==> src/design/assert_macros.svh <==
`ifndef ASSERT_MACROS_SVH
`define ASSERT_MACROS_SVH

// Check a property on every clock edge outside reset.
`define ASSERT_CLK(label, prop, msg) \
  label: assert property (@(posedge clk) disable iff (!rst_n) prop) else $error(msg);

// Check that a condition never holds outside reset.
`define ASSERT_NEVER(label, cond, msg) \
  label: assert property (@(posedge clk) disable iff (!rst_n) !(cond)) else $error(msg);

`endif

==> src/design/bcdt_pkg.sv <==
package bcdt_pkg;

  localparam logic [6:0] CH_SPACE = 7'd32;
  localparam logic [6:0] CH_ZERO  = 7'd48;
  localparam logic [6:0] CH_W     = 7'd87;

  localparam int QUEUE_DEPTH = 4;
  localparam int QPTR_W      = $clog2(QUEUE_DEPTH);

  // Result slots of one job, emitted from the highest set slot down.
  localparam int SLOT_N      = 9;
  localparam int SLOT_REPORT = 0;
  localparam int SLOT_BEEP   = 1;
  localparam int SLOT_CHAR0  = 2;
  localparam int SLOT_IDX_W  = $clog2(SLOT_N);

  typedef enum logic [2:0] {
    FUNC_TICK     = 3'd0,
    FUNC_START    = 3'd1,
    FUNC_STOP     = 3'd2,
    FUNC_SET_WAIT = 3'd3,
    FUNC_DISP_ON  = 3'd4,
    FUNC_DISP_OFF = 3'd5
  } func_t;

  typedef enum logic [1:0] {
    KIND_CHAR   = 2'd0,
    KIND_BEEP   = 2'd1,
    KIND_REPORT = 2'd2
  } kind_t;

  typedef struct packed {
    logic [SLOT_N-1:0] slots;
    logic [6:0][6:0]   chars;
    logic [14:0]       total_minutes;
    logic [5:0]        total_seconds;
    logic              display_enabled;
  } job_t;

  function automatic logic [6:0] digit_char(input logic [3:0] d);
    return CH_ZERO + 7'(d);
  endfunction

  function automatic logic [3:0] mod10_u8(input logic [7:0] x);
    logic [15:0] prod;
    logic [4:0]  q;
    logic [7:0]  r;
    prod = 16'(x) * 16'd205;
    q    = prod[15:11];
    r    = x - 8'(q) * 8'd10;
    return r[3:0];
  endfunction

endpackage

==> src/design/bcdt_if.sv <==
interface bcdt_in_if;
  logic       valid;
  logic       ready;
  logic [2:0] func;
  logic       display_on_start;
  logic       call_waiting;

  modport source (output valid, func, display_on_start, call_waiting, input ready);
  modport sink (input valid, func, display_on_start, call_waiting, output ready);
endinterface

interface bcdt_out_if;
  logic        valid;
  logic        ready;
  logic [1:0]  kind;
  logic [2:0]  position;
  logic [6:0]  char_code;
  logic [14:0] total_minutes;
  logic [5:0]  total_seconds;
  logic        display_enabled;
  logic        last;

  modport source (output valid, kind, position, char_code, total_minutes, total_seconds,
                  display_enabled, last, input ready);
  modport sink (input valid, kind, position, char_code, total_minutes, total_seconds,
                display_enabled, last, output ready);
endinterface

interface bcdt_cfg_if;
  logic valid;
  logic ready;
  logic data;

  modport source (output valid, data, input ready);
  modport sink (input valid, data, output ready);
endinterface

==> src/design/bcd_call_duration_timer.sv <==
// Call-duration stopwatch. Each accepted input beat is decoded and applied to the
// counter state in the cycle it is taken, and any results it causes are queued as
// one job in a four-entry queue. The output side expands a job into one result beat
// per cycle, while the result port is not stalled, through a registered output stage.
// When the output side is idle, a job passes through the queue storage and then the
// output register before its first result is valid. The input side takes one beat per
// cycle while the queue has room. Once four jobs wait behind a stalled result port,
// every input beat is held off, including ticks and commands that cause no result.
module bcd_call_duration_timer
  import bcdt_pkg::*;
#(
  parameter int unsigned TICKS_PER_SECOND = 10
) (
  input  logic       clk,
  input  logic       rst_n,
  bcdt_in_if.sink    in_ch,
  bcdt_cfg_if.sink   cfg_ch,
  bcdt_out_if.source out_ch
);

  logic push;
  logic pop;
  logic full;
  logic empty;
  job_t wr_job;
  job_t head;

  bcdt_front #(
    .TICKS_PER_SECOND(TICKS_PER_SECOND)
  ) u_front (
    .clk   (clk),
    .rst_n (rst_n),
    .in_ch (in_ch),
    .cfg_ch(cfg_ch),
    .push  (push),
    .job   (wr_job),
    .full  (full)
  );

  bcdt_queue u_queue (
    .clk    (clk),
    .rst_n  (rst_n),
    .push   (push),
    .wr_data(wr_job),
    .full   (full),
    .pop    (pop),
    .rd_data(head),
    .empty  (empty)
  );

  bcdt_back u_back (
    .clk   (clk),
    .rst_n (rst_n),
    .head  (head),
    .empty (empty),
    .pop   (pop),
    .out_ch(out_ch)
  );

endmodule

==> src/design/bcdt_front.sv <==
`include "assert_macros.svh"

module bcdt_front
  import bcdt_pkg::*;
#(
  parameter int unsigned TICKS_PER_SECOND = 10
) (
  input  logic           clk,
  input  logic           rst_n,
  bcdt_in_if.sink        in_ch,
  bcdt_cfg_if.sink       cfg_ch,
  output logic           push,
  output job_t           job,
  input  logic           full
);

  localparam logic [3:0] PRESCALE_LIMIT = 4'(TICKS_PER_SECOND);

  logic       beep_en_r;
  logic       running_r,  running_nxt;
  logic       disp_r,     disp_nxt;
  logic       marker_r,   marker_nxt;
  logic [3:0] prescale_r, prescale_nxt;
  logic [3:0] so_r,       so_nxt;
  logic [2:0] st_r,       st_nxt;
  logic [3:0] mo_r,       mo_nxt;
  logic [3:0] mt_r,       mt_nxt;
  logic [7:0] hund_r,     hund_nxt;
  logic       redraw;
  func_t      func;

  assign in_ch.ready  = !full;
  assign cfg_ch.ready = 1'b1;
  assign func         = func_t'(in_ch.func);

  always_comb begin
    running_nxt  = running_r;
    disp_nxt     = disp_r;
    marker_nxt   = marker_r;
    prescale_nxt = prescale_r;
    so_nxt       = so_r;
    st_nxt       = st_r;
    mo_nxt       = mo_r;
    mt_nxt       = mt_r;
    hund_nxt     = hund_r;
    redraw       = 1'b0;
    job          = '0;

    if (in_ch.valid && in_ch.ready) begin
      unique case (func)
        FUNC_TICK: begin
          if (running_r) begin
            prescale_nxt = prescale_r + 4'd1;
            if (prescale_nxt >= PRESCALE_LIMIT) begin
              prescale_nxt = '0;
              so_nxt = so_r + 4'd1;
              job.slots[SLOT_CHAR0] = disp_r;
              if (so_nxt >= 4'd10) begin
                so_nxt = '0;
                st_nxt = st_r + 3'd1;
                job.slots[SLOT_CHAR0 + 1] = disp_r;
                if (st_nxt >= 3'd6) begin
                  st_nxt = '0;
                  mo_nxt = mo_r + 4'd1;
                  job.slots[SLOT_CHAR0 + 3] = disp_r;
                  if (mo_nxt >= 4'd10) begin
                    mo_nxt = '0;
                    mt_nxt = mt_r + 4'd1;
                    job.slots[SLOT_CHAR0 + 4] = disp_r;
                    if (mt_nxt >= 4'd10) begin
                      mt_nxt   = '0;
                      hund_nxt = hund_r + 8'd1;
                      job.slots[SLOT_CHAR0 + 5] = disp_r;
                    end
                  end
                end
                job.slots[SLOT_BEEP] = (st_nxt == 3'd5) && beep_en_r;
              end
            end
          end
        end
        FUNC_START: begin
          if (!running_r) begin
            so_nxt       = '0;
            st_nxt       = '0;
            mo_nxt       = '0;
            mt_nxt       = '0;
            hund_nxt     = '0;
            prescale_nxt = '0;
            running_nxt  = 1'b1;
            disp_nxt     = in_ch.display_on_start;
            redraw       = in_ch.display_on_start;
          end
        end
        FUNC_STOP: begin
          if (running_r) begin
            running_nxt = 1'b0;
            job.slots[SLOT_REPORT] = 1'b1;
            job.total_minutes = 15'(hund_r) * 15'd100 + 15'(mt_r) * 15'd10 + 15'(mo_r);
            job.total_seconds = 6'(st_r) * 6'd10 + 6'(so_r);
          end
        end
        FUNC_SET_WAIT: begin
          if (in_ch.call_waiting != marker_r) begin
            marker_nxt = in_ch.call_waiting;
            job.slots[SLOT_CHAR0 + 6] = disp_r;
          end
        end
        FUNC_DISP_ON: begin
          if (!disp_r) begin
            redraw   = 1'b1;
            disp_nxt = 1'b1;
          end
        end
        FUNC_DISP_OFF: begin
          disp_nxt = 1'b0;
        end
        default: begin
        end
      endcase
    end

    if (redraw) begin
      job.slots[SLOT_CHAR0 +: 7] = '1;
    end
    job.chars[6] = marker_nxt ? CH_W : CH_SPACE;
    job.chars[5] = (redraw && hund_nxt == 8'd0) ? CH_SPACE : digit_char(mod10_u8(hund_nxt));
    job.chars[4] = digit_char(mt_nxt);
    job.chars[3] = digit_char(mo_nxt);
    job.chars[2] = CH_SPACE;
    job.chars[1] = digit_char({1'b0, st_nxt});
    job.chars[0] = digit_char(so_nxt);
    job.display_enabled = disp_nxt;
  end

  assign push = |job.slots;

  always_ff @(posedge clk) begin
    if (!rst_n) begin
      beep_en_r  <= 1'b0;
      running_r  <= 1'b0;
      disp_r     <= 1'b0;
      marker_r   <= 1'b0;
      prescale_r <= '0;
      so_r       <= '0;
      st_r       <= '0;
      mo_r       <= '0;
      mt_r       <= '0;
      hund_r     <= '0;
    end else begin
      if (cfg_ch.valid && cfg_ch.ready) begin
        beep_en_r <= cfg_ch.data;
      end
      running_r  <= running_nxt;
      disp_r     <= disp_nxt;
      marker_r   <= marker_nxt;
      prescale_r <= prescale_nxt;
      so_r       <= so_nxt;
      st_r       <= st_nxt;
      mo_r       <= mo_nxt;
      mt_r       <= mt_nxt;
      hund_r     <= hund_nxt;
    end
  end

  `ASSERT_CLK(a_digits_legal, so_r < 4'd10 && st_r < 3'd6 && mo_r < 4'd10 && mt_r < 4'd10, "BCD digit out of range")
  `ASSERT_CLK(a_stopped_no_count, !running_r |=> $stable(so_r) || running_r || $past(func == FUNC_START), "count moved while stopped")

endmodule

==> src/design/bcdt_queue.sv <==
`include "assert_macros.svh"

module bcdt_queue
  import bcdt_pkg::*;
(
  input  logic clk,
  input  logic rst_n,
  input  logic push,
  input  job_t wr_data,
  output logic full,
  input  logic pop,
  output job_t rd_data,
  output logic empty
);

  job_t              mem_r [QUEUE_DEPTH];
  logic [QPTR_W-1:0] wr_ptr_r;
  logic [QPTR_W-1:0] rd_ptr_r;
  logic [QPTR_W:0]   count_r;

  assign full    = count_r == (QPTR_W + 1)'(QUEUE_DEPTH);
  assign empty   = count_r == '0;
  assign rd_data = mem_r[rd_ptr_r];

  always_ff @(posedge clk) begin
    if (push) begin
      mem_r[wr_ptr_r] <= wr_data;
    end
  end

  always_ff @(posedge clk) begin
    if (!rst_n) begin
      wr_ptr_r <= '0;
      rd_ptr_r <= '0;
      count_r  <= '0;
    end else begin
      if (push) begin
        wr_ptr_r <= wr_ptr_r + 1'b1;
      end
      if (pop) begin
        rd_ptr_r <= rd_ptr_r + 1'b1;
      end
      count_r <= count_r + (QPTR_W + 1)'(push) - (QPTR_W + 1)'(pop);
    end
  end

  `ASSERT_NEVER(a_no_overflow, push && full, "push into full queue")
  `ASSERT_NEVER(a_no_underflow, pop && empty, "pop from empty queue")

endmodule

==> src/design/bcdt_back.sv <==
`include "assert_macros.svh"

module bcdt_back
  import bcdt_pkg::*;
(
  input  logic       clk,
  input  logic       rst_n,
  input  job_t       head,
  input  logic       empty,
  output logic       pop,
  bcdt_out_if.source out_ch
);

  logic                  busy_r,  busy_nxt;
  job_t                  job_r,   job_nxt;
  logic [SLOT_N-1:0]     rem_r,   rem_nxt;
  logic                  valid_r, valid_nxt;
  kind_t                 kind_r,  kind_nxt;
  logic [2:0]            pos_r,   pos_nxt;
  logic [6:0]            char_r,  char_nxt;
  logic [14:0]           min_r,   min_nxt;
  logic [5:0]            sec_r,   sec_nxt;
  logic                  disp_r,  disp_nxt;
  logic                  last_r,  last_nxt;

  job_t                  sel;
  logic [SLOT_N-1:0]     rem;
  logic [SLOT_N-1:0]     rem_after;
  logic [SLOT_IDX_W-1:0] idx;
  logic                  advance;
  logic                  have;
  logic                  is_last;

  assign sel       = busy_r ? job_r : head;
  assign rem       = busy_r ? rem_r : head.slots;
  assign advance   = !valid_r || out_ch.ready;
  assign have      = busy_r || !empty;

  always_comb begin
    idx = '0;
    for (int i = 0; i < SLOT_N; i++) begin
      if (rem[i]) begin
        idx = SLOT_IDX_W'(i);
      end
    end
  end

  assign rem_after = rem & ~(SLOT_N'(1) << idx);
  assign is_last   = rem_after == '0;

  always_comb begin
    busy_nxt  = busy_r;
    job_nxt   = job_r;
    rem_nxt   = rem_r;
    valid_nxt = valid_r;
    kind_nxt  = kind_r;
    pos_nxt   = pos_r;
    char_nxt  = char_r;
    min_nxt   = min_r;
    sec_nxt   = sec_r;
    disp_nxt  = disp_r;
    last_nxt  = last_r;
    pop       = 1'b0;

    if (advance) begin
      valid_nxt = have;
      if (have) begin
        pos_nxt  = '0;
        char_nxt = '0;
        min_nxt  = '0;
        sec_nxt  = '0;
        disp_nxt = sel.display_enabled;
        last_nxt = is_last;
        if (idx >= SLOT_IDX_W'(SLOT_CHAR0)) begin
          kind_nxt = KIND_CHAR;
          pos_nxt  = 3'(idx - SLOT_IDX_W'(SLOT_CHAR0));
          char_nxt = sel.chars[pos_nxt];
        end else if (idx == SLOT_IDX_W'(SLOT_BEEP)) begin
          kind_nxt = KIND_BEEP;
        end else begin
          kind_nxt = KIND_REPORT;
          min_nxt  = sel.total_minutes;
          sec_nxt  = sel.total_seconds;
        end

        if (busy_r) begin
          busy_nxt = !is_last;
          rem_nxt  = rem_after;
        end else begin
          pop = 1'b1;
          if (!is_last) begin
            busy_nxt = 1'b1;
            job_nxt  = head;
            rem_nxt  = rem_after;
          end
        end
      end
    end
  end

  always_ff @(posedge clk) begin
    if (!rst_n) begin
      busy_r  <= 1'b0;
      valid_r <= 1'b0;
    end else begin
      busy_r  <= busy_nxt;
      valid_r <= valid_nxt;
    end
  end

  always_ff @(posedge clk) begin
    job_r  <= job_nxt;
    rem_r  <= rem_nxt;
    kind_r <= kind_nxt;
    pos_r  <= pos_nxt;
    char_r <= char_nxt;
    min_r  <= min_nxt;
    sec_r  <= sec_nxt;
    disp_r <= disp_nxt;
    last_r <= last_nxt;
  end

  assign out_ch.valid           = valid_r;
  assign out_ch.kind            = kind_r;
  assign out_ch.position        = pos_r;
  assign out_ch.char_code       = char_r;
  assign out_ch.total_minutes   = min_r;
  assign out_ch.total_seconds   = sec_r;
  assign out_ch.display_enabled = disp_r;
  assign out_ch.last            = last_r;

  `ASSERT_CLK(a_busy_has_work, busy_r |-> rem_r != '0, "busy with no slots left")
  `ASSERT_CLK(a_head_has_work, !busy_r && !empty |-> head.slots != '0, "queued job with no results")

endmodule
==> src/flat_wrapper.sv <==
// flat-port wrapper written by rule: the top's interface ports become plain ports
module bcd_call_duration_timer_flat import bcdt_pkg::*;
#(
  parameter int unsigned TICKS_PER_SECOND = 10
)
  (clk, rst_n, in_ch_valid, in_ch_func, in_ch_display_on_start, in_ch_call_waiting, in_ch_ready, cfg_ch_valid, cfg_ch_data, cfg_ch_ready, out_ch_valid, out_ch_kind, out_ch_position, out_ch_char_code, out_ch_total_minutes, out_ch_total_seconds, out_ch_display_enabled, out_ch_last, out_ch_ready);
  bcdt_in_if in_ch_i ();
  bcdt_cfg_if cfg_ch_i ();
  bcdt_out_if out_ch_i ();
  input  logic clk;
  input  logic rst_n;
  input wire logic [$bits(in_ch_i.valid)-1:0] in_ch_valid;
  input wire logic [$bits(in_ch_i.func)-1:0] in_ch_func;
  input wire logic [$bits(in_ch_i.display_on_start)-1:0] in_ch_display_on_start;
  input wire logic [$bits(in_ch_i.call_waiting)-1:0] in_ch_call_waiting;
  output wire logic [$bits(in_ch_i.ready)-1:0] in_ch_ready;
  input wire logic [$bits(cfg_ch_i.valid)-1:0] cfg_ch_valid;
  input wire logic [$bits(cfg_ch_i.data)-1:0] cfg_ch_data;
  output wire logic [$bits(cfg_ch_i.ready)-1:0] cfg_ch_ready;
  output wire logic [$bits(out_ch_i.valid)-1:0] out_ch_valid;
  output wire logic [$bits(out_ch_i.kind)-1:0] out_ch_kind;
  output wire logic [$bits(out_ch_i.position)-1:0] out_ch_position;
  output wire logic [$bits(out_ch_i.char_code)-1:0] out_ch_char_code;
  output wire logic [$bits(out_ch_i.total_minutes)-1:0] out_ch_total_minutes;
  output wire logic [$bits(out_ch_i.total_seconds)-1:0] out_ch_total_seconds;
  output wire logic [$bits(out_ch_i.display_enabled)-1:0] out_ch_display_enabled;
  output wire logic [$bits(out_ch_i.last)-1:0] out_ch_last;
  input wire logic [$bits(out_ch_i.ready)-1:0] out_ch_ready;
  assign in_ch_i.valid = in_ch_valid;
  assign in_ch_i.func = in_ch_func;
  assign in_ch_i.display_on_start = in_ch_display_on_start;
  assign in_ch_i.call_waiting = in_ch_call_waiting;
  assign in_ch_ready = in_ch_i.ready;
  assign cfg_ch_i.valid = cfg_ch_valid;
  assign cfg_ch_i.data = cfg_ch_data;
  assign cfg_ch_ready = cfg_ch_i.ready;
  assign out_ch_valid = out_ch_i.valid;
  assign out_ch_kind = out_ch_i.kind;
  assign out_ch_position = out_ch_i.position;
  assign out_ch_char_code = out_ch_i.char_code;
  assign out_ch_total_minutes = out_ch_i.total_minutes;
  assign out_ch_total_seconds = out_ch_i.total_seconds;
  assign out_ch_display_enabled = out_ch_i.display_enabled;
  assign out_ch_last = out_ch_i.last;
  assign out_ch_i.ready = out_ch_ready;
  bcd_call_duration_timer #(.TICKS_PER_SECOND(TICKS_PER_SECOND)) u_core (.clk(clk), .rst_n(rst_n), .in_ch(in_ch_i), .cfg_ch(cfg_ch_i), .out_ch(out_ch_i));
endmodule
==> config.mk <==
export PLATFORM = sky130hd
export DESIGN_NAME = bcd_call_duration_timer_flat
export DESIGN_NICKNAME = d
export VERILOG_FILES = /design/src/design/bcdt_pkg.sv /design/src/design/bcdt_if.sv /design/src/design/bcd_call_duration_timer.sv /design/src/design/bcdt_front.sv /design/src/design/bcdt_queue.sv /design/src/design/bcdt_back.sv /design/src/flat_wrapper.sv
export VERILOG_INCLUDE_DIRS = /design/src /design/src/design
export SDC_FILE = /design/constraint.sdc
export NUM_CORES = 1
export LEC_CHECK = 0
export ABC_AREA = 1
export ABC_CLOCK_PERIOD_IN_PS = 7500
export BUFFER_PORTS_ARGS = -buffer_cell sky130_fd_sc_hd__buf_2
export CAP_MARGIN = 20
export CORE_MARGIN = 4
export CORE_UTILIZATION = 46
export CTS_CLUSTER_SIZE = 8
export DETAILED_ROUTE_END_ITERATION = 8
export GPL_TIMING_DRIVEN = 0
export HOLD_SLACK_MARGIN = 0.12
export MAX_ROUTING_LAYER = met4
export PLACE_DENSITY_LB_ADDON = 0.3
export REMOVE_ABC_BUFFERS = 1
export SLEW_MARGIN = 10
export SYNTH_ARGS = -nofsm -noshare
export SYNTH_HDL_FRONTEND = slang
export SYNTH_SLANG_ARGS = --single-unit
==> constraint.sdc <==
create_clock -name clk -period 7.5 [get_ports clk]
set_clock_uncertainty 0.1 [all_clocks]
set_input_delay 0.375 -clock clk [delete_from_list [all_inputs] [get_ports clk]]
set_output_delay 0.375 -clock clk [all_outputs]
set_load 0.1 [all_outputs]
* Yosys cells after proc, flatten, opt, wreduce, memory -nomap -nowiden
Memory sizes are Yosys's and may differ from the RTL's. A register that Yosys moved wholly into a read port is not among the register bits. Cells that the tools add are included.
Operators by class: $mul 5, shift-type cells 1, div/mod/pow operators 0, mux-type cells 107, reduce and logical (&&, ||, !) cells 22, equality and inequality tests 12, add/sub/neg operators 20, bitwise gates (word level) 4, magnitude comparators 7
Operators by type and width (count):
- 4-bit two-way mux | 32
- 71-bit two-way mux | 1
- 8-bit two-way mux | 8
- 21-bit two-way mux | 3
- 3-bit two-way mux | 19
- 4-bit case mux with 2 select lines | 4
- 6-bit by 4-bit adder with 7-bit output (first input constant) | 4
- 7-bit two-way mux | 4
- 9-bit two-way mux | 3
- 1-bit two-way mux | 23
- 7-bit binary-select mux with 3-bit select | 1
- 4-bit by 1-bit adder with 4-bit output (second input constant) | 4
- 4-bit greater-or-equal comparator (second input constant) | 4
- 8-bit by 8-bit multiplier with 16-bit output (second input constant) | 1
- 8-bit case mux with 2 select lines | 1
- 15-bit by 4-bit adder with 15-bit output | 1
- 15-bit by 8-bit adder with 15-bit output | 1
- 8-bit by 5-bit multiplier with 13-bit output (second input constant) | 1
- 3-bit == test (second input constant) | 4
- 9-bit AND | 1
- 9-bit logical NOT | 1
- 9-bit inverter | 1
- 9-bit OR reduction | 1
- 1-bit by 4-bit left shift with 9-bit output (first input constant) | 1
- other kinds (35) | 54
Word-level totals: bits in latches 0, memory bits (read-only) 0, flip-flop bits (word level) 155, output and inout bits 38, memories kept 1, bits in writable memories 292, word-level logic and storage cells 212, input bits 11
Memories:
- u_core.u_queue.mem_r | depth 4, bits a word 73, rd ports 1, clocked after Yosys merged registers in 1, write ports 1, RTL line bcdt_queue.sv:16 | job_t mem_r [QUEUE_DEPTH];

* Depth between registers and ports, before layout
depth after elaboration 19, mapped depth 44, depth with buffers taken out 44

* Cells and area by module
Synthesis repeated with hierarchy kept, for this count alone.
Second synthesis, totals: cells, all modules 2255, area total of the unflattened synthesis 23580.1 um^2
By module, submodules not included:
- bcdt_queue | sequential area each 9789.4 um^2, cells an instance 989, area an instance 13052.5 um^2, instances 1
- bcdt_back | sequential area each 3493.4 um^2, cells an instance 509, area an instance 5337.6 um^2, instances 1
- bcdt_front | sequential area each 620.6 um^2, cells an instance 757, area an instance 5190.0 um^2, instances 1

* Worst setup path before layout
No wires, ideal clock.
kind register to register, start reg u_core.u_queue.count_r[1], end mem u_core.u_queue.mem_r[0][53] (netlist name), data pin, slack 694 ps, library setup time 179 ps, arrival 6527 ps, path buffers 0, data required time 7221 ps, clock period less this slack 6806 ps, stages on the path, launching flop included 37, cells stage by stage dfxtp_1 -> nor2_1 -> nand2_1 -> nand2_2 -> inv_2 -> nand2_2 -> nor2_2 -> nand2_2 -> inv_1 -> o21ai_0 -> nand2_1 -> inv_1 -> ha_1 -> fa_1 -> fa_1 -> inv_1 -> fa_1 -> inv_1 -> ha_1 -> a21oi_1 -> o21a_1 -> nand3_1 -> nand2_1 -> ha_1 -> inv_1 -> fa_1 -> xnor2_1 -> xnor2_1 -> xor2_1 -> nand3_1 -> nand2_1 -> inv_1 -> nand2_1 -> nand2_1 -> inv_1 -> nand3_1 -> a21oi_1
RTL lines:
- start: declaration | RTL line bcdt_queue.sv:19 | logic [QPTR_W:0] count_r;
- start signal: assignment | RTL line bcdt_queue.sv:43 | count_r <= count_r + (QPTR_W + 1)'(push) - (QPTR_W + 1)'(pop);
- end: declaration | RTL line bcdt_queue.sv:16

==> flow_metrics.py <==
metrics = {
    "final_layout": {
        "finalNonFillerCells": 2223,
        "final_core_util_pct": 53.4,
        "fin_nets": 1866,
        "drive_above_1_share_pct": 11.5,
        "area_delta_synth_final_pct": 14.4,
    },
    "global_route": {
        "use_met2_pct": 30.6,
        "grt.overflow.total": 0,
        "grt_use_met3_pct": 3.07,
        "grt_pass1_wl_um": 60800,
        "grt_max_degree": 107,
        "grt_util_all_layers_pct": 19.0,
        "grt_pass1_vias": 11500,
        "antenna_found_initial": 2,
        "top_usage_layer": "met2",
        "grt_use_met1_pct": 25.0,
    },
    "synthesis": {
        "synth_seq_area_share_pct": 57.6,
        "synthMuxAreaShare_pct": 0,
        "synthArstFlopShare_pct": 0,
        "syn_area_um2": 17100,
        "synth_edf_count": 300,
        "avgSynthCellArea_um2": 10.3,
        "synth_area_leaders": "edfxtp_1, ha_1, nand2_1",
        "synth_compound_area_share_pct": 11.0,
        "yosysTopAreaCell": "edfxtp_1",
        "synth_flop_cell": "edfxtp_1",
        "synthSimpleGateAreaFrac_pct": 14.2,
        "syn_inst": 1660,
        "synthXorXnorAreaFrac_pct": 0.974,
        "yosysUniqueCellTypes": 51,
        "yosys.area_share.adder_pct": 10.1,
        "synth_warnings": 0,
        "synth_top_family_by_area": "simple AND/OR/NAND/NOR gates",
        "synth_top_area_share_pct": 52.7,
        "ys_ff_latch": 342,
    },
    "floorplan": {
        "coreArea_um2": 36600,
        "die_x_um": 201,
        "rows": 70,
        "start_util_pct": 46.7,
        "ioPinCount": 49,
        "die_y_um": 201,
        "die-area_um2": 40300,
    },
    "placement": {
        "place_hpwl_um": 25600,
        "dp_slack_ns": 0.0316,
        "portBuffers": 47,
        "dp_cells": 2134,
        "gp_congestion": 0.918,
    },
    "sta": {
        "fmax_ghz": 0.143,
        "fin_ws_ns": 0.495,
        "slew_headroom_pct": 28.4,
        "report.final.slew_viol_count": 0,
        "final.min_clock_period_ns": 7.01,
        "setup_tns_ns": 0,
        "whs_ns": 0.144,
        "fin_crit_sh_pct": 93.4,
        "worstMarginPinSlew_ns": 1.07,
        "setup_viol": 0,
        "hold_viol": 0,
    },
    "run_status": {
        "outcome": "finished clean",
    },
    "setup_path": {
        "cpLargestDelayFamily": "adder cells",
        "worstSetupPathType": "flop to flop",
        "cp-startpoint": "u_core.u_front.st_r[1]$_SDFF_PN0_",
        "cp.arrival_ns": 7.16,
        "ff2ff_setup_slack_ns": 0.49,
        "cp-end-kind": "flop",
        "worst_path_largest_cell_delay_ns": 0.56,
        "slowest_stage": "fa_1",
        "r2r_end": "u_core.u_queue.mem_r[1][53]$_DFFE_PP_",
        "r2r_cells": 38,
        "crit-reg2reg-launch": "u_core.u_front.st_r[1]$_SDFF_PN0_",
        "required_ns": 7.66,
        "crit_path_end": "u_core.u_queue.mem_r[1][53]$_DFFE_PP_",
        "critPathBufInv": 6,
        "worst-path-stages": 38,
        "startpoint_type": "flop",
        "path_max_fanout": 6,
    },
    "clock_tree": {
        "root_buffer": "clkbuf_16",
        "cts.htree.levels": 2,
        "clock_latency_ns": 0.55,
        "clock_sinks": 342,
        "cts_buffers": 48,
        "clk_pin_slew_worst_paths_ns": 0.05,
        "clockBufferDepth": 3,
        "cts_tree": "built",
    },
    "route": {
        "dr.first_iter.drc_count": 844,
        "wl_um": 38000,
        "vias": 11900,
        "drc": 0,
        "viasPerCell": 5.34,
        "firstDrtPassIters": 5,
        "drt-wirelength-per-cell_um": 17.1,
        "ant_nets": 0,
    },
    "power": {
        "leakagePower_uw": 0.00785,
        "cellPowerDensity_nw_per_um2": 347,
        "ir_drop_uv": 251,
    },
    "hold_path": {
        "hp-class": "primary input to flop",
    },
    "flow_run": {
        "drv_cap": 0,
    },
}
through the flow:
step           cell area (um^2)  power [uW]
6_report                  19500        6790
5_1_grt                   19500        7130
3_5_place_dp              18000        4890
2_1_floorplan             16800        4320
4_1_cts                   19400        6840
3_3_place_gp              17600        4840
worst min-delay path by stage:
stage | end | startpoint | depth (start not counted)
2_1_floorplan | flop | u_core.u_queue.rd_ptr_r[1]$_SDFFE_PN0P_ | 2
3_3_place_gp | flop | u_core.u_queue.rd_ptr_r[1]$_SDFFE_PN0P_ | 2
3_5_place_dp | flop | u_core.u_queue.rd_ptr_r[1]$_SDFFE_PN0P_ | 2
4_1_cts | u_core.u_front.running_r$_SDFFE_PN0P_ | in_ch_func[1] | 4
5_1_grt | u_core.u_front.running_r$_SDFFE_PN0P_ | in_ch_func[1] | 4
6_report | u_core.u_front.running_r$_SDFFE_PN0P_ | in_ch_func[1] | 4
registers in the layout (all words and copies together) (netlist names), 2 cells and up, named ones only:
signal and flops:
u_core.u_queue.rd_ptr_r 2, u_core.u_front.hund_r 8, u_core.u_back.out_ch.total_seconds 6, u_core.u_queue.mem_r 212, u_core.u_front.prescale_r 4, u_core.u_queue.wr_ptr_r 2, u_core.u_back.out_ch.kind 2, u_core.u_back.out_ch.total_minutes 15
u_core.u_front.so_r 4, u_core.u_back.out_ch.position 3, u_core.u_front.mt_r 4, u_core.u_front.st_r 3, u_core.u_back.job_r 44, u_core.u_back.rem_r 9, u_core.u_back.out_ch.char_code 7, u_core.u_queue.count_r 3
u_core.u_front.mo_r 4
layer usage:
layer	wire (um)	share of wire [%]	up-vias
li1	-	-	5854
met2	18200	48	337
met3	2280	6.0	57
met1	16700	44	5620
met5	0	0	-
met4	881	2.3	0
kinds of logic (layout without fill, tap and decap cells):
group           count (synthesis)  after routing
simple gates                  573            573
buf+inv                       261            354
xor+xnor                       19             19
compound gates                338            338
other cells                     2              4
fa+ha+maj                     125            125
flops                         342            342
layout make-up:
type | count | area [um^2]
fill | 3202 | 17100
tap | 468 | 586
inverter | 204 | 776
clock inverter | 2 | 17.5
multi-input combinational | 1057 | 6310
clock buffer | 71 | 1310
antenna | 2 | 5.00
sequential | 342 | 9870
timing repair buffer | 77 | 671
layout by cell type (no fill, tap or decap), types with 18 or more instances in the layout:
cell / netlist / layout
inv_1: 191 / 190
fa_1: 21 / 21
nand2_1: 238 / 236
clkbuf_1: 41 / 22
ha_1: 104 / 101
a21oi_1: 97 / 95
nor2_1: 215 / 210
o21ai_0: 133 / 132
dfxtp_1: 42 / 32
o22ai_1: 52 / 52
nand3_1: 50 / 49
clkbuf_16: 0 / 49
nor3_1: 19 / 18
buf_2: 11 / 47
edfxtp_1: 300 / 300
tightest hold or removal path, delay by kind of cell:
family                 cells  cell delay [ns]
AOI/OAI and AO/OA          1             0.14
buffers and inverters      1             0.12
and+or+nand+nor            2             0.11
where the power goes:
part / internal [uW] / leakage (uW) / switching (uW)
logic: 484 / 0.00404 / 1760
registers: 2500 / 0.00317 / 123
clock network: 1180 / 0.000639 / 747
what timing repair did:
| item | CTS | global route |
|---|---|---|
| endpoints found under the hold margin | 10 | 0 |
| hold buffers | 4 | 0 |
| pin swaps | 0 | 10 |
| setup endpoints to repair | 4 | 4 |
| setup buffers | 0 | 9 |
| gates resized for setup | 1 | 26 |
synthesized netlist by cell type (6+ instances only):
master,count
inv_2,11
dfxtp_1,42
nand2_1,238
edfxtp_1,300
nor2_1,215
o211ai_1,6
a21oi_1,97
fa_1,21
nand2_2,11
o21ai_2,7
or2_2,6
xnor2_1,8
o21bai_1,6
o22ai_1,52
o21ai_0,133
ha_1,104
buf_2,11
xor2_1,11
nand4_1,11
nand3_1,50
inv_1,191
clkbuf_1,41
nor3_1,19
o21ai_1,17
No activity file was read; power rests on OpenSTA's default activity.
